===== src/rtl/jbt_pkg.sv =====
// package for the json byte tokenizer: result record, token and error codes,
// character constants and the keyword spelling table; no dependencies
package jbt_pkg;

    localparam int LINE_BITS_DEF   = 16;
    localparam int COLUMN_BITS_DEF = 16;

    // result kinds
    localparam logic [1:0] KIND_CHAR  = 2'd0;
    localparam logic [1:0] KIND_TOKEN = 2'd1;
    localparam logic [1:0] KIND_ERROR = 2'd2;

    // token types
    localparam logic [3:0] TT_LBRACE   = 4'd0;
    localparam logic [3:0] TT_RBRACE   = 4'd1;
    localparam logic [3:0] TT_LBRACKET = 4'd2;
    localparam logic [3:0] TT_RBRACKET = 4'd3;
    localparam logic [3:0] TT_COLON    = 4'd4;
    localparam logic [3:0] TT_COMMA    = 4'd5;
    localparam logic [3:0] TT_STRING   = 4'd6;
    localparam logic [3:0] TT_NUMBER   = 4'd7;
    localparam logic [3:0] TT_TRUE     = 4'd8;
    localparam logic [3:0] TT_FALSE    = 4'd9;
    localparam logic [3:0] TT_NULL     = 4'd10;
    localparam logic [3:0] TT_END      = 4'd11;

    // error codes
    localparam logic [1:0] ERR_UNEXPECTED   = 2'd0;
    localparam logic [1:0] ERR_UNTERMINATED = 2'd1;
    localparam logic [1:0] ERR_KEYWORD      = 2'd2;

    // characters
    localparam logic [7:0] CH_TAB       = 8'h09;
    localparam logic [7:0] CH_LF        = 8'h0A;
    localparam logic [7:0] CH_CR        = 8'h0D;
    localparam logic [7:0] CH_SPACE     = 8'h20;
    localparam logic [7:0] CH_QUOTE     = 8'h22;
    localparam logic [7:0] CH_COMMA     = 8'h2C;
    localparam logic [7:0] CH_MINUS     = 8'h2D;
    localparam logic [7:0] CH_COLON     = 8'h3A;
    localparam logic [7:0] CH_LBRACKET  = 8'h5B;
    localparam logic [7:0] CH_BACKSLASH = 8'h5C;
    localparam logic [7:0] CH_RBRACKET  = 8'h5D;
    localparam logic [7:0] CH_LBRACE    = 8'h7B;
    localparam logic [7:0] CH_RBRACE    = 8'h7D;
    localparam logic [7:0] CH_LOWER_N   = 8'h6E;
    localparam logic [7:0] CH_LOWER_T   = 8'h74;
    localparam logic [7:0] CH_LOWER_R   = 8'h72;

    localparam int RES_DEPTH = 4;

    typedef struct packed {
        logic [1:0]  kind;
        logic [3:0]  token_type;
        logic [7:0]  value_char;
        logic [15:0] start_row;
        logic [15:0] start_column;
        logic [1:0]  error_code;
        logic        last_of_run;
    } jbt_result_t;

    function automatic jbt_result_t make_result(
        input logic [1:0]  kind,
        input logic [3:0]  token_type,
        input logic [7:0]  value_char,
        input logic [15:0] line,
        input logic [15:0] column,
        input logic [1:0]  error_code
    );
        jbt_result_t r;
        r.kind         = kind;
        r.token_type   = token_type;
        r.value_char   = value_char;
        r.start_row    = line;
        r.start_column = column;
        r.error_code   = error_code;
        r.last_of_run  = 1'b0;
        return r;
    endfunction

    // keyword spelling: 0 true, 1 false, 2 null
    function automatic logic [7:0] kw_char(input logic [1:0] idx, input logic [2:0] pos);
        logic [7:0] c;
        c = 8'h00;
        case (idx)
            2'd0: begin
                case (pos)
                    3'd0: c = 8'h74; 3'd1: c = 8'h72; 3'd2: c = 8'h75; 3'd3: c = 8'h65;
                    default: c = 8'h00;
                endcase
            end
            2'd1: begin
                case (pos)
                    3'd0: c = 8'h66; 3'd1: c = 8'h61; 3'd2: c = 8'h6C; 3'd3: c = 8'h73;
                    3'd4: c = 8'h65;
                    default: c = 8'h00;
                endcase
            end
            2'd2: begin
                case (pos)
                    3'd0: c = 8'h6E; 3'd1: c = 8'h75; 3'd2: c = 8'h6C; 3'd3: c = 8'h6C;
                    default: c = 8'h00;
                endcase
            end
            default: c = 8'h00;
        endcase
        return c;
    endfunction

    function automatic logic [2:0] kw_len(input logic [1:0] idx);
        return (idx == 2'd1) ? 3'd5 : 3'd4;
    endfunction

    // candidates still alive after one more letter
    function automatic logic [2:0] kw_keep(
        input logic [2:0] cand,
        input logic [2:0] len,
        input logic [7:0] c
    );
        logic [2:0] keep;
        for (int i = 0; i < 3; i++) begin
            keep[i] = cand[i] && (len < kw_len(2'(i))) && (kw_char(2'(i), len) == c);
        end
        return keep;
    endfunction

endpackage


===== src/rtl/jbt_lexer.sv =====
// lexer state and per-byte decision logic of the json byte tokenizer;
// yields up to two results per byte. depends on jbt_pkg
module jbt_lexer #(
    parameter int LINE_BITS   = jbt_pkg::LINE_BITS_DEF,
    parameter int COLUMN_BITS = jbt_pkg::COLUMN_BITS_DEF
) (
    input  logic                aclk,
    input  logic                aresetn,
    input  logic                fire,
    input  logic [7:0]          in_byte,
    input  logic                in_end,
    output jbt_pkg::jbt_result_t res0,
    output jbt_pkg::jbt_result_t res1,
    output logic [1:0]          res_count
);
    import jbt_pkg::*;

    typedef enum logic [2:0] {
        MODE_IDLE,
        MODE_STRING,
        MODE_ESCAPE,
        MODE_NUMBER,
        MODE_KEYWORD,
        MODE_ERROR
    } mode_t;

    mode_t                  mode_reg, mode_next;
    logic [LINE_BITS-1:0]   line_reg, line_next, tok_line_reg, tok_line_next;
    logic [COLUMN_BITS-1:0] col_reg, col_next, tok_col_reg, tok_col_next;
    logic [2:0]             cand_reg, cand_next;
    logic [2:0]             len_reg, len_next;

    // idle-mode handling of the current byte
    logic        idle_emit;
    jbt_result_t idle_res;
    mode_t       idle_mode;
    logic        idle_tok;
    logic [15:0] line16, col16, tok_line16, tok_col16;

    logic        e0, e1, use_idle;
    jbt_result_t r0, r1;
    logic        kw_hit;
    logic [3:0]  kw_type;
    logic [7:0]  esc_char;
    logic        is_digit, is_lower;

    always_comb begin
        line16     = 16'(line_reg);
        col16      = 16'(col_reg);
        tok_line16 = 16'(tok_line_reg);
        tok_col16  = 16'(tok_col_reg);
        is_digit   = in_byte inside {[8'h30:8'h39]};
        is_lower   = in_byte inside {[8'h61:8'h7A]};

        idle_emit = 1'b0;
        idle_res  = make_result(KIND_TOKEN, TT_LBRACE, 8'h00, line16, col16, ERR_UNEXPECTED);
        idle_mode = MODE_IDLE;
        idle_tok  = 1'b0;
        case (in_byte)
            CH_SPACE, CH_TAB, CH_LF, CH_CR: idle_emit = 1'b0;
            CH_LBRACE: idle_emit = 1'b1;
            CH_RBRACE: begin
                idle_emit = 1'b1;
                idle_res.token_type = TT_RBRACE;
            end
            CH_LBRACKET: begin
                idle_emit = 1'b1;
                idle_res.token_type = TT_LBRACKET;
            end
            CH_RBRACKET: begin
                idle_emit = 1'b1;
                idle_res.token_type = TT_RBRACKET;
            end
            CH_COLON: begin
                idle_emit = 1'b1;
                idle_res.token_type = TT_COLON;
            end
            CH_COMMA: begin
                idle_emit = 1'b1;
                idle_res.token_type = TT_COMMA;
            end
            default: begin
                if (in_byte == CH_QUOTE) begin
                    idle_tok  = 1'b1;
                    idle_mode = MODE_STRING;
                end else if (in_byte == CH_MINUS || is_digit) begin
                    idle_tok  = 1'b1;
                    idle_mode = MODE_NUMBER;
                    idle_emit = 1'b1;
                    idle_res  = make_result(KIND_CHAR, TT_NUMBER, in_byte, line16, col16,
                                            ERR_UNEXPECTED);
                end else if (is_lower) begin
                    idle_tok  = 1'b1;
                    idle_mode = MODE_KEYWORD;
                end else begin
                    idle_emit = 1'b1;
                    idle_mode = MODE_ERROR;
                    idle_res  = make_result(KIND_ERROR, TT_LBRACE, 8'h00, line16, col16,
                                            ERR_UNEXPECTED);
                end
            end
        endcase
    end

    always_comb begin
        kw_hit  = 1'b0;
        kw_type = TT_TRUE;
        for (int i = 2; i >= 0; i--) begin
            if (cand_reg[i] && len_reg == kw_len(2'(i))) begin
                kw_hit  = 1'b1;
                kw_type = TT_TRUE + 4'(i);
            end
        end
        case (in_byte)
            CH_LOWER_N: esc_char = CH_LF;
            CH_LOWER_T: esc_char = CH_TAB;
            CH_LOWER_R: esc_char = CH_CR;
            default:    esc_char = in_byte;
        endcase
    end

    always_comb begin
        e0        = 1'b0;
        e1        = 1'b0;
        use_idle  = 1'b0;
        r0        = make_result(KIND_TOKEN, TT_END, 8'h00, line16, col16, ERR_UNEXPECTED);
        r1        = r0;
        mode_next     = mode_reg;
        tok_line_next = tok_line_reg;
        tok_col_next  = tok_col_reg;
        cand_next     = cand_reg;
        len_next      = len_reg;
        line_next     = line_reg;
        col_next      = col_reg;

        if (in_end) begin
            case (mode_reg)
                MODE_IDLE: e0 = 1'b1;
                MODE_NUMBER: begin
                    e0 = 1'b1;
                    e1 = 1'b1;
                    r0 = make_result(KIND_TOKEN, TT_NUMBER, 8'h00, tok_line16, tok_col16,
                                     ERR_UNEXPECTED);
                end
                MODE_KEYWORD: begin
                    e0 = 1'b1;
                    if (kw_hit) begin
                        e1 = 1'b1;
                        r0 = make_result(KIND_TOKEN, kw_type, 8'h00, tok_line16, tok_col16,
                                         ERR_UNEXPECTED);
                    end else begin
                        r0 = make_result(KIND_ERROR, TT_LBRACE, 8'h00, tok_line16,
                                         tok_col16, ERR_KEYWORD);
                    end
                end
                MODE_STRING, MODE_ESCAPE: begin
                    e0 = 1'b1;
                    r0 = make_result(KIND_ERROR, TT_LBRACE, 8'h00, tok_line16, tok_col16,
                                     ERR_UNTERMINATED);
                end
                default: e0 = 1'b0;
            endcase
            // end of document restarts everything
            mode_next     = MODE_IDLE;
            line_next     = LINE_BITS'(1);
            col_next      = COLUMN_BITS'(1);
            tok_line_next = LINE_BITS'(1);
            tok_col_next  = COLUMN_BITS'(1);
            cand_next     = 3'b111;
            len_next      = 3'd0;
        end else begin
            case (mode_reg)
                MODE_IDLE: use_idle = 1'b1;
                MODE_STRING: begin
                    e0 = 1'b1;
                    if (in_byte == CH_QUOTE) begin
                        r0 = make_result(KIND_TOKEN, TT_STRING, 8'h00, tok_line16, tok_col16,
                                         ERR_UNEXPECTED);
                        mode_next = MODE_IDLE;
                    end else if (in_byte == CH_BACKSLASH) begin
                        e0 = 1'b0;
                        mode_next = MODE_ESCAPE;
                    end else begin
                        r0 = make_result(KIND_CHAR, TT_STRING, in_byte, tok_line16, tok_col16,
                                         ERR_UNEXPECTED);
                    end
                end
                MODE_ESCAPE: begin
                    e0 = 1'b1;
                    r0 = make_result(KIND_CHAR, TT_STRING, esc_char, tok_line16, tok_col16,
                                     ERR_UNEXPECTED);
                    mode_next = MODE_STRING;
                end
                MODE_NUMBER: begin
                    e0 = 1'b1;
                    if (is_digit) begin
                        r0 = make_result(KIND_CHAR, TT_NUMBER, in_byte, tok_line16, tok_col16,
                                         ERR_UNEXPECTED);
                    end else begin
                        r0 = make_result(KIND_TOKEN, TT_NUMBER, 8'h00, tok_line16, tok_col16,
                                         ERR_UNEXPECTED);
                        use_idle = 1'b1;
                    end
                end
                MODE_KEYWORD: begin
                    if (is_lower) begin
                        cand_next = kw_keep(cand_reg, len_reg, in_byte);
                        len_next  = (len_reg != 3'd7) ? len_reg + 3'd1 : len_reg;
                    end else if (kw_hit) begin
                        e0 = 1'b1;
                        r0 = make_result(KIND_TOKEN, kw_type, 8'h00, tok_line16, tok_col16,
                                         ERR_UNEXPECTED);
                        use_idle = 1'b1;
                    end else begin
                        e0 = 1'b1;
                        r0 = make_result(KIND_ERROR, TT_LBRACE, 8'h00, tok_line16,
                                         tok_col16, ERR_KEYWORD);
                        mode_next = MODE_ERROR;
                    end
                end
                default: e0 = 1'b0;
            endcase

            if (use_idle) begin
                e1        = idle_emit;
                r1        = idle_res;
                mode_next = idle_mode;
                if (idle_tok) begin
                    tok_line_next = line_reg;
                    tok_col_next  = col_reg;
                end
                if (idle_mode == MODE_KEYWORD) begin
                    cand_next = kw_keep(3'b111, 3'd0, in_byte);
                    len_next  = 3'd1;
                end
            end

            // position counters saturate
            if (in_byte == CH_LF) begin
                if (line_reg != '1) line_next = line_reg + LINE_BITS'(1);
                col_next = COLUMN_BITS'(1);
            end else if (col_reg != '1) begin
                col_next = col_reg + COLUMN_BITS'(1);
            end
        end

        res0      = e0 ? r0 : r1;
        res1      = r1;
        res_count = {1'b0, e0} + {1'b0, e1};
        res0.last_of_run = (res_count == 2'd1);
        res1.last_of_run = 1'b1;
    end

    always_ff @(posedge aclk) begin
        if (!aresetn) begin
            mode_reg     <= MODE_IDLE;
            line_reg     <= LINE_BITS'(1);
            col_reg      <= COLUMN_BITS'(1);
            tok_line_reg <= LINE_BITS'(1);
            tok_col_reg  <= COLUMN_BITS'(1);
            cand_reg     <= 3'b111;
            len_reg      <= 3'd0;
        end else if (fire) begin
            mode_reg     <= mode_next;
            line_reg     <= line_next;
            col_reg      <= col_next;
            tok_line_reg <= tok_line_next;
            tok_col_reg  <= tok_col_next;
            cand_reg     <= cand_next;
            len_reg      <= len_next;
        end
    end

endmodule


===== src/rtl/jbt_res_fifo.sv =====
// four-entry result queue of the json byte tokenizer: takes up to two results
// per cycle, gives one per transaction. depends on jbt_pkg
module jbt_res_fifo (
    input  logic                 aclk,
    input  logic                 aresetn,
    input  logic [1:0]           wr_count,
    input  jbt_pkg::jbt_result_t wr_data0,
    input  jbt_pkg::jbt_result_t wr_data1,
    output logic                 space_ok,
    output logic                 rd_valid,
    input  logic                 rd_ready,
    output jbt_pkg::jbt_result_t rd_data
);
    import jbt_pkg::*;

    localparam int PTR_BITS = $clog2(RES_DEPTH);

    jbt_result_t           entry_reg [RES_DEPTH];
    logic [PTR_BITS-1:0]   wr_ptr_reg, rd_ptr_reg;
    logic [PTR_BITS:0]     count_reg, count_next;
    logic                  pop;

    assign rd_valid = (count_reg != '0);
    assign rd_data  = entry_reg[rd_ptr_reg];
    assign pop      = rd_valid && rd_ready;
    // room for a full pair regardless of the read side
    assign space_ok = (count_reg <= (PTR_BITS+1)'(RES_DEPTH - 2));

    always_comb begin
        count_next = count_reg + (PTR_BITS+1)'(wr_count) - (PTR_BITS+1)'(pop);
    end

    always_ff @(posedge aclk) begin
        if (wr_count != 2'd0) entry_reg[wr_ptr_reg] <= wr_data0;
        if (wr_count == 2'd2) entry_reg[wr_ptr_reg + PTR_BITS'(1)] <= wr_data1;
    end

    always_ff @(posedge aclk) begin
        if (!aresetn) begin
            wr_ptr_reg <= '0;
            rd_ptr_reg <= '0;
            count_reg  <= '0;
        end else begin
            wr_ptr_reg <= wr_ptr_reg + PTR_BITS'(wr_count);
            if (pop) rd_ptr_reg <= rd_ptr_reg + PTR_BITS'(1);
            count_reg <= count_next;
        end
    end

endmodule


===== src/rtl/json_byte_tokenizer_top.sv =====
// top level of the json byte tokenizer: input register, lexer and result queue
// depends on jbt_pkg, jbt_lexer and jbt_res_fifo
//
// Streaming JSON lexer. Feed one text byte per transaction on the s_ side
// (s_tuser high marks end of document, byte ignored); tokens, decoded string
// bytes, raw number bytes and errors come out on the m_ side, m_tlast marking
// the last result caused by one input transaction. The block takes one byte
// per clock cycle while the result queue has room for a pair: the lexer writes
// the zero, one or two results of each byte into a four-entry result queue, so
// a byte that yields two results (a number or keyword ended by a byte that
// yields a result itself, or the end mark after a number or complete keyword)
// takes two transfers on the m_ side. The first result of a byte is offered
// on the m_ side after the input register and the result queue. After an error
// nothing is emitted until the end mark, which restarts line and column at 1.
module json_byte_tokenizer_top #(
    parameter int LINE_BITS   = jbt_pkg::LINE_BITS_DEF,
    parameter int COLUMN_BITS = jbt_pkg::COLUMN_BITS_DEF
) (
    input  logic        aclk,
    input  logic        aresetn,
    input  logic        s_tvalid,
    output logic        s_tready,
    input  logic [7:0]  s_tdata,   // data_byte
    input  logic        s_tuser,   // is_end
    output logic        m_tvalid,
    input  logic        m_tready,
    output logic [47:0] m_tdata,   // token_type, value_char, start_row, start_column,
                                   // error_code, zero pad
    output logic [1:0]  m_tuser,   // kind
    output logic        m_tlast    // last_of_run
);
    import jbt_pkg::*;

    logic        in_valid_reg;
    logic [7:0]  in_byte_reg;
    logic        in_end_reg;
    logic        fire, space_ok;
    logic [1:0]  res_count;
    jbt_result_t res0, res1, head;

    assign fire     = in_valid_reg && space_ok;
    assign s_tready = !in_valid_reg || fire;

    always_ff @(posedge aclk) begin
        if (!aresetn) begin
            in_valid_reg <= 1'b0;
        end else if (s_tready) begin
            in_valid_reg <= s_tvalid;
        end
    end

    always_ff @(posedge aclk) begin
        if (s_tready && s_tvalid) begin
            in_byte_reg <= s_tdata;
            in_end_reg  <= s_tuser;
        end
    end

    jbt_lexer #(
        .LINE_BITS   (LINE_BITS),
        .COLUMN_BITS (COLUMN_BITS)
    ) u_lexer (
        .aclk      (aclk),
        .aresetn   (aresetn),
        .fire      (fire),
        .in_byte   (in_byte_reg),
        .in_end    (in_end_reg),
        .res0      (res0),
        .res1      (res1),
        .res_count (res_count)
    );

    jbt_res_fifo u_res_fifo (
        .aclk     (aclk),
        .aresetn  (aresetn),
        .wr_count (fire ? res_count : 2'd0),
        .wr_data0 (res0),
        .wr_data1 (res1),
        .space_ok (space_ok),
        .rd_valid (m_tvalid),
        .rd_ready (m_tready),
        .rd_data  (head)
    );

    assign m_tdata = {2'b00, head.error_code, head.start_column, head.start_row,
                      head.value_char, head.token_type};
    assign m_tuser = head.kind;
    assign m_tlast = head.last_of_run;

endmodule

===== config.mk =====
export PLATFORM = sky130hd
export DESIGN_NAME = json_byte_tokenizer_top
export DESIGN_NICKNAME = d
export VERILOG_FILES = /design/src/rtl/jbt_pkg.sv /design/src/rtl/jbt_lexer.sv /design/src/rtl/jbt_res_fifo.sv /design/src/rtl/json_byte_tokenizer_top.sv
export SDC_FILE = /design/constraint.sdc
export NUM_CORES = 1
export LEC_CHECK = 0
export BUFFER_PORTS_ARGS = -buffer_cell sky130_fd_sc_hd__clkbuf_2
export CORE_ASPECT_RATIO = 0.75
export CORE_UTILIZATION = 55
export DETAILED_ROUTE_END_ITERATION = 8
export PLACE_DENSITY = 0.8
export SYNTH_ARGS = -nofsm -noshare
export SYNTH_HDL_FRONTEND = slang
export SYNTH_SLANG_ARGS = --single-unit

===== constraint.sdc =====
create_clock -name aclk -period 6.23 [get_ports aclk]
set_input_delay 0.3115 -clock aclk [delete_from_list [all_inputs] [get_ports aclk]]
set_output_delay 0.3115 -clock aclk [all_outputs]
set_load 0.02 [all_outputs]

==> Word level (Yosys, flattened, before mapping) <==
Memory sizes are Yosys's and may differ from the RTL's. A register that Yosys moved wholly into a read port is not among the register bits.
Cells that the tools add are included.
{ "word_totals": {"out_inout_bits": 53, "mem_count": 1, "mem_bits_ro": 0, "ram_bits": 196, "latch_bits": 0, "register_bits": 90} }
{ "classes": {"bitwise": 0, "shift": 0, "n_div": 0, "n_addsub": 9, "eq_ne": 40, "n_lt_le_gt_ge": 7, "reduce_logical": 39, "multipliers": 0, "n_mux": 107} }
{ "mem_list": {"columns": ["memory", "words", "word_bits", "rd", "rd_clocked_by_memory_dff", "wr", "line", "rtl"], "rows": [
  ["u_res_fifo.entry_reg", 4, 49, 1, 1, 2, "jbt_res_fifo.sv:18", "jbt_result_t entry_reg [RES_DEPTH];"]
]} }
{ "op_table": {"columns": ["operator", "n"], "rows": [
  ["$mux W49", 10],
  ["$pmux W49 S4", 1],
  ["$mux W16", 12],
  ["$pmux W49 S3", 1],
  ["$mux W8", 18],
  ["$mux W48", 2],
  ["$eq A8 B7 Y1 const B", 8],
  ["$mux W3", 20],
  ["$eq A8 B8 Y1", 6],
  ["$mux W43", 1],
  ["$eq A8 B6 Y1 const B", 5],
  ["$pmux W7 S5", 1],
  ["$add A16 B1 Y16 const B", 2],
  ["$ne A16 B16 Y1 const B", 2],
  ["$pmux W7 S4", 1],
  ["$mux W1", 25],
  ["$eq A8 B4 Y1 const B", 3],
  ["$pmux W4 S6", 1],
  ["$pmux W8 S3", 1],
  ["$pmux W7 S3", 1],
  ["$logic_and A1 B1 Y1", 14],
  ["$mux W2", 7],
  ["$eq A3 B2 Y1 const B", 4],
  ["$eq A3 B3 Y1 const B", 4],
  ["other kinds (35)", 52]
]} }

==> Depth between registers and ports, before layout <==
Gate-level depths: netlist (run 1).
{ "depth": {"ltp_word": 16, "depth_mapped": 20, "mapped_depth_nobuf": 17} }

==> By module <==
A second synthesis (run 1) with hierarchy kept.
{ "unflattened": {"cells_unflattened": 1156, "area_unflattened_um2": 15387.3} }
{ "modules_own_cells": {"columns": ["mod", "instances", "cells_each", "area_per_inst_um2", "seq_area_each_um2"], "rows": [
  ["jbt_res_fifo", 1, 523, 9993.3, 6065.8],
  ["jbt_lexer", 1, 613, 5024.8, 1461.4],
  ["json_byte_tokenizer_top", 1, 20, 369.1, 290.3]
]} }

==> Least setup slack after synthesis (run 1) <==
Ideal clock, no wire load.
{ "synth_path": {"kind": "register -> register", "from": "register u_lexer.len_reg[1]", "to": "memory u_res_fifo.entry_reg[1][10] (netlist bit), enable pin", "path_slack_ns": 1.581, "arrival_ns": 4.244, "stages_incl_launch_ff": 19, "setup_time_ns": 0.404, "synth_period_minus_slack_ns": 4.649, "path_buffers": 5, "path_cell_list": "dfxtp_1 -> clkbuf_1 -> inv_1 -> ha_1 -> clkbuf_1 -> nand3_1 -> nand2_1 -> a211oi_1 -> nor4_2 -> nand2_1 -> nor2_1 -> a211o_1 -> ha_1 -> clkbuf_1 -> o21ai_1 -> or3_1 -> clkbuf_1 -> clkbuf_1 -> nand2_1"} }
{ "synth_lines": {"columns": ["item", "line", "rtl"], "rows": [
  ["start: declaration", "jbt_lexer.sv:31", "logic [2:0] len_reg, len_next;"],
  ["start signal: assignment", "jbt_lexer.sv:270", "len_reg <= len_next;"],
  ["end: declaration", "jbt_res_fifo.sv:18", null]
]} }

==> results of run 1 <==
[stage by stage]
stage / hold slack, ns / instance area (um2) / cells
2_1_floorplan: 0.410 / 15000 / 1314
3_3_place_gp: 0.448 / 15400 / 1618
3_5_place_dp: 0.468 / 15400 / 1618
4_1_cts: 0.00269 / 16500 / 1681
5_1_grt: 0.0322 / 16500 / 1681
6_report: 0.0120 / 16500 / 1681
[cells in the final DEF (no fill, tap or decap), types with 5 or more instances in the layout]
cell / Yosys / final
clkinv_1: 1 / 5
xnor2_1: 15 / 15
or3_1: 9 / 9
o22ai_1: 20 / 20
a21oi_1: 49 / 49
o21ai_1: 11 / 10
nor2_1: 98 / 97
nand4b_1: 5 / 5
edfxtp_1: 193 / 193
a22oi_1: 13 / 13
buf_4: 20 / 24
clkbuf_16: 0 / 29
xor2_1: 18 / 18
clkbuf_1: 65 / 7
ha_1: 10 / 10
and3_1: 11 / 11
a32o_1: 23 / 23
bufinv_16: 0 / 6
nand2_1: 90 / 86
nor2_2: 4 / 5
clkbuf_2: 0 / 63
o21ai_0: 45 / 45
nor4_1: 11 / 11
dlygate4sd3_1: 0 / 9
dfxtp_1: 95 / 93
nand4_1: 11 / 11
inv_1: 19 / 19
mux4_2: 49 / 49
and2_1: 13 / 13
nand2_2: 2 / 6
o211ai_1: 24 / 24
nor3_1: 25 / 25
nand3_1: 47 / 47
nor2b_1: 10 / 9
a32oi_1: 9 / 9
a22o_1: 150 / 150
nand2b_1: 5 / 5
[metal layers]
layer	GRT usage	up-vias	routed length [um]
li1	-	5127	-
met1	0.427	5712	17000
met2	0.438	754	17700
met3	0.0617	89	4720
met4	0.0812	0	916
met5	0	-	0
[worst paths after layout]
kind | from | end | slack [ns] | cells after the start
max | in_byte_reg[1]$_DFFE_PP_ | u_res_fifo.entry_reg[1][23]$_DFFE_PP_ | 0.98 | 12
min | s_tvalid | in_valid_reg$_SDFFE_PN0N_ | 0.01 | 3
max reg2reg | in_byte_reg[1]$_DFFE_PP_ | u_res_fifo.entry_reg[1][23]$_DFFE_PP_ | 0.98 | 12
min reg2reg | u_res_fifo.entry_reg[3][1]$_SDFFE_PP0N_ | u_res_fifo.entry_reg[3][1]$_SDFFE_PP0N_ | 0.49 | 2
[power by group]
group	total [uW]	switching, uW	internal, uW
sequential	2280	131	2150
clock	1880	750	1130
combinational	1320	831	487
[logic make-up after synthesis]
| logic type | Yosys count |
|---|---|
| AO/OA/AOI/OAI | 402 |
| AND/OR/NAND/NOR | 378 |
| flip-flops | 288 |
| buffers and inverters | 150 |
| multiplexers | 50 |
| XOR/XNOR | 33 |
| adder cells (fa/ha/maj) | 11 |
| other | 1 |
[tightest hold or removal path, stage by stage]
cell and delay (ns):
clkbuf_2 0.09, inv_1 0.04, a21boi_0 0.07
[area by class of cell]
class | count | area share
flip-flops and latches | 288 | 0.467
multi-input cells | 876 | 0.401
clock buffers | 38 | 0.0472
repair buffers | 99 | 0.0391
well taps | 344 | 0.0261
clock inverters | 16 | 0.0150
inverters | 20 | 0.00455
==> qor.csv, run 1 <==
stage,metric,value,unit
run_status,outcome,finished with violations,
run_status,failing checks,design-rule violations,
drt,Via density,6.95,
global_route,global-route wire length before repair,62600,um
setup_path,Setup crit start kind,register,
clock_tree,"Setup Fix Bufs, Post-CTS",0,
drt,final wirelength,40300,um
setup_path,WP data arrival,5.69,ns
clock_tree,Clock Latency Late Sink,0.57,ns
setup_path,critical path's most frequent cell,nor2_1,
synth,Adder-Cell Fraction of Synth Area,0.00969,
synth,post-synthesis mux area share,0.0744,
clock_tree,root buffer cell,clkbuf_16,
synth,Yosys cell types,95,
clock_tree,Longest Clk Path Bufs,3,
floorplan,# rows,51,
sta,Max Transition Viols Final,0,
global_route,initial antenna violation count,0,
min_path,Hold Path Class,in2reg,
cells_and_area,fillers,1993,
cells_and_area,# nets final,1338,
synth,cell area after synthesis,15000,um2
floorplan,die width,193,um
sta,final setup margin,0.976,ns
job,MaxCap Viol Count,0,
drt,DRC errors left,8,
sta,sum of negative setup slack,0,ns
clock_tree,hold buffers post-CTS,9,
cells_and_area,max reg flops,196,
sta,crit path time final,5.25,ns
placement,"worst slack, placed",1.19,ns
setup_path,endpoint class of the critical path,register,
synth,most common cell in the synthesized netlist,edfxtp_1,
synth,top-area cell type share of the netlist area,0.387,
drt,Post-DRT Antenna Nets,0,
drt,DRT iter0 DRCs,1650,
sta,"Hold Vio Cnt, Final",0,
placement,port bufs,63,
clock_tree,Num CTS Buffers,29,
global_route,total track usage,0.292,
cells_and_area,"Area growth, synth to finish",10.2,%
clock_tree,post-cts repair resize count,0,
floorplan,die height,145,um
placement,gpl congestion,1.02,
sta,# setup viols final,0,
sta,Setup Skew,0.0291,ns
cells_and_area,final core utilization,0.626,
global_route,pin count of the biggest net entering global routing,50,
synth,"Top FF cell, synth",edfxtp_1,
floorplan,die area,27900,um2
sta,Max Freq,0.190,GHz
synth,"FF+latch count, synth",288,
pwr,Design Power,5480,uW
pwr,pwr dens,332,nW/um2
setup_path,"Slowest-stage cell, CP",nor2_1,
floorplan,IO Count,66,
synth,Post-synth ARST share,0,
drt,First-pass DRT Iterations,9,
sta,final worst-path cycle share,0.843,
floorplan,core area,26400,um2
cells_and_area,area of the multi-input gates,6620,um2
synth,Synth area leader,edfxtp_1,
clock_tree,CTS H-tree lvls,1,
synth,Post-synth EDFFs,193,
synth,Mapped Cells,1313,
drt,Avg WL per Cell,24.0,um
global_route,total grt overflow,0,
clock_tree,CTS Sinks,288,
setup_path,WS Path Type,reg2reg,
cells_and_area,layout cells sized above 1,0.175,
setup_path,Worst path top cell family by delay,simple AND/OR/NAND/NOR gates,
synth,Simple-Gate Fraction of Synth Area,0.129,
sta,RSZ-0062 raised after global routing,false,
pwr,VDD IR max,0.253,mV
sta,Worst Tran Pin Value,1.31,ns
synth,"Seq/Total Area, Yosys",0.514,
setup_path,required time of the critical path,6.67,ns
clock_tree,Worst-path clk slew,0.06,ns
sta,Max-slew headroom,0.126,
synth,Synth area leaders,"edfxtp_1, dfxtp_1, a22o_1",
synth,compound-gate portion of the synthesized area,0.208,
synth,Ys Warns,0,
clock_tree,CTS tree,done,
drt,DR vias,11682,
synth,most frequent cells after synthesis,"edfxtp_1, a22o_1, nor2_1, dfxtp_1, nand2_1",
cells_and_area,Reg area,7700,um2
floorplan,Initial Utilization,0.568,
cells_and_area,antenna diode count,0,
placement,DP Wirelength,26100,um
setup_path,Buf/Inv on CP,0,
synth,xor and xnor area share after synthesis,0.0193,
global_route,vias in the first global route,11033,
synth,largest family of logic cells by synthesized area,compound AO/OA/AOI/OAI gates,
setup_path,CP cell instances,o21ai_0 > a21oi_1 > a211oi_1 > nor4_2 > nand2_1 > nor2_1 > a211o_1 > ha_1 > o21ai_1 > or3_1 > nor2_1 > a32o_1,
pwr,Pleak,0.00571,uW
setup_path,crit-path max FO,26,
setup_path,Max stage delay on crit path,1.07,ns
synth,syn_area_per_cell,11.4,um2
No activity file was read; power rests on OpenSTA's default activity.
==> run 2: changes to the inputs <==
- clock period: 6.23 -> 5.3 ns (I/O delays scaled with it)
==> qor.csv, run 2 (synthesis gave the netlist of run 1 again) <==
stage,metric,value,unit,change
run_status,outcome,finished with violations,,unchanged
run_status,failing checks,design-rule violations,,unchanged
drt,Post-DRT Antenna Nets,0,,unchanged
placement,port bufs,63,,unchanged
setup_path,crit-path max FO,14,,was 26
clock_tree,Longest Clk Path Bufs,3,,unchanged
cells_and_area,Reg area,7700,um2,unchanged
floorplan,die area,27900,um2,unchanged
clock_tree,Num CTS Buffers,27,,was 29
clock_tree,CTS Sinks,288,,unchanged
global_route,total track usage,0.296,,was 0.292
min_path,Hold Path Class,in2reg,,unchanged
floorplan,# rows,51,,unchanged
drt,DRT iter0 DRCs,1619,,was 1650
global_route,global-route wire length before repair,63500,um,was 62600 um
clock_tree,CTS tree,done,,unchanged
placement,DP Wirelength,26400,um,was 26100 um
setup_path,CP cell instances,inv_1 > ha_1 > o211ai_1 > nand2_1 > a211oi_1 > nor4_2 > nand2_1 > nor2_1 > a211o_1 > ha_1 > o21ai_1 > or3_1 > nor2_1 > a32o_1,,was o21ai_0 > a21oi_1 > a211oi_1 > nor4_2 > nand2_1 > nor2_1 > a211o_1 > ha_1 > o21ai_1 > or3_1 > nor2_1 > a32o_1
pwr,Pleak,0.00571,uW,about the same
setup_path,required time of the critical path,5.70,ns,was 6.67 ns
sta,Max Freq,0.210,GHz,was 0.190 GHz
placement,gpl congestion,0.980,,was 1.02
sta,Worst Tran Pin Value,1.44,ns,was 1.31 ns
floorplan,core area,26400,um2,unchanged
sta,Max-slew headroom,0.0370,,was 0.126
clock_tree,root buffer cell,clkbuf_16,,unchanged
cells_and_area,most frequent cells in the layout,"edfxtp_1, a22o_1, nor2_1",,unchanged
clock_tree,"Setup Fix Bufs, Post-CTS",0,,unchanged
drt,Avg WL per Cell,24.1,um,was 24.0 um
sta,# setup viols final,0,,unchanged
drt,Via density,7.00,,was 6.95
setup_path,WP data arrival,5.16,ns,was 5.69 ns
cells_and_area,"Area growth, synth to finish",9.95,%,was 10.2%
setup_path,Buf/Inv on CP,1,,was 0
sta,sum of negative setup slack,0,ns,unchanged
global_route,pin count of the biggest net entering global routing,50,,unchanged
pwr,pwr dens,378,nW/um2,was 332 nW/um2
clock_tree,CTS H-tree lvls,1,,unchanged
cells_and_area,"commonest non-fill, non-tap cell in the layout",edfxtp_1,,unchanged
cells_and_area,layout cells sized above 1,0.179,,was 0.175
sta,Max Transition Viols Final,0,,unchanged
floorplan,die height,145,um,unchanged
setup_path,endpoint class of the critical path,register,,unchanged
floorplan,die width,193,um,unchanged
global_route,vias in the first global route,11094,,was 11033
cells_and_area,area of the multi-input gates,6620,um2,about the same
global_route,initial antenna violation count,0,,unchanged
setup_path,register-to-register setup slack,0.54,ns,was 0.98 ns
setup_path,Max stage delay on crit path,0.99,ns,was 1.07 ns
clock_tree,Worst-path clk slew,0.06,ns,about the same
sta,crit path time final,4.76,ns,was 5.25 ns
pwr,Design Power,6220,uW,was 5480 uW
sta,RSZ-0062 raised after global routing,false,,unchanged
job,MaxCap Viol Count,0,,unchanged
cells_and_area,max reg flops,196,,unchanged
sta,final worst-path cycle share,0.897,,was 0.843
drt,DR vias,11817,,was 11682
drt,final wirelength,40700,um,was 40300 um
sta,Setup Skew,0.00874,ns,was 0.0291 ns
sta,"Hold Vio Cnt, Final",0,,unchanged
setup_path,Setup crit start kind,register,,unchanged
setup_path,Worst path top cell family by delay,simple AND/OR/NAND/NOR gates,,unchanged
setup_path,"Slowest-stage cell, CP",nor2_1,,unchanged
floorplan,IO Count,66,,unchanged
pwr,VDD IR max,0.392,mV,was 0.253 mV
cells_and_area,# nets final,1347,,was 1338
drt,First-pass DRT Iterations,7,,was 9
global_route,total grt overflow,0,,unchanged
clock_tree,Clock Latency Late Sink,0.54,ns,was 0.57 ns
cells_and_area,fillers,1995,,was 1993
floorplan,Initial Utilization,0.568,,unchanged
cells_and_area,antenna diode count,0,,unchanged
setup_path,WS Path Type,reg2reg,,unchanged
drt,DRC errors left,8,,unchanged
## run 2: cell count changes in the layout (fill, tap and decap cells not counted), sizes merged
cell,delta
buf,+10
bufinv,-4
clkbuf,+4
clkinv,-4
clkinvlp,-1
dlygate4sd3,+1
inv,+1
## run 2: worst paths after layout
kind	endpoint	startpoint	cells after the start
worst max register to register	u_res_fifo.entry_reg[1][23]$_DFFE_PP_	u_lexer.len_reg[1]$_SDFFE_PN0P_	14
worst min-delay path	u_lexer.col16[0]$_SDFFE_PN1P_	aresetn	2
worst max-delay path	u_res_fifo.entry_reg[1][23]$_DFFE_PP_	u_lexer.len_reg[1]$_SDFFE_PN0P_	14
worst min register to register	u_res_fifo.entry_reg[3][1]$_SDFFE_PP0N_	u_res_fifo.entry_reg[3][1]$_SDFFE_PP0N_	2
## run 2: timing repair
action	CTS	global route
endpoints found under the setup margin	0	0
gates resized for setup	0	0
endpoints found under the hold margin	10	0
hold buffers	10	0
## run 2: through the flow
stage	setup WS [ns]	utilization	area [um2]	hold WS [ns]	instances
2_1_floorplan	0.651	-	15000	0.364	1314
3_3_place_gp	0.900	0.586	15500	0.441	1628
3_5_place_dp	0.677	0.586	15500	0.444	1628
4_1_cts	0.662	0.625	16500	0.213	1688
5_1_grt	0.223	0.625	16500	0.286	1688
6_report	0.543	0.625	16500	0.219	1688
## run 2: layer usage
metal	part of all wire	vias to the layer above	GRT usage
li1	-	5131	-
met2	0.44	785	0.443
met3	0.12	69	0.0487
met4	0.021	0	0.0816
met1	0.42	5832	0.445
met5	0	-	0
## run 2: area by class of cell
| cell class | instances | share of cell area |
|---|---|---|
| timing repair buffer | 110 | 0.0444 |
| inverter | 20 | 0.00456 |
| clock buffer | 42 | 0.0490 |
| clock inverter | 8 | 0.00600 |
| sequential | 288 | 0.468 |
| tap | 344 | 0.0261 |
| multi-input combinational | 876 | 0.402 |
## run 2: report_power, final
| group | leakage, uW | switching (uW) | internal [uW] |
|---|---|---|---|
| Clock | 0.000444 | 834 | 1150 |
| Sequential | 0.00263 | 198 | 2530 |
| Combinational | 0.00263 | 938 | 579 |
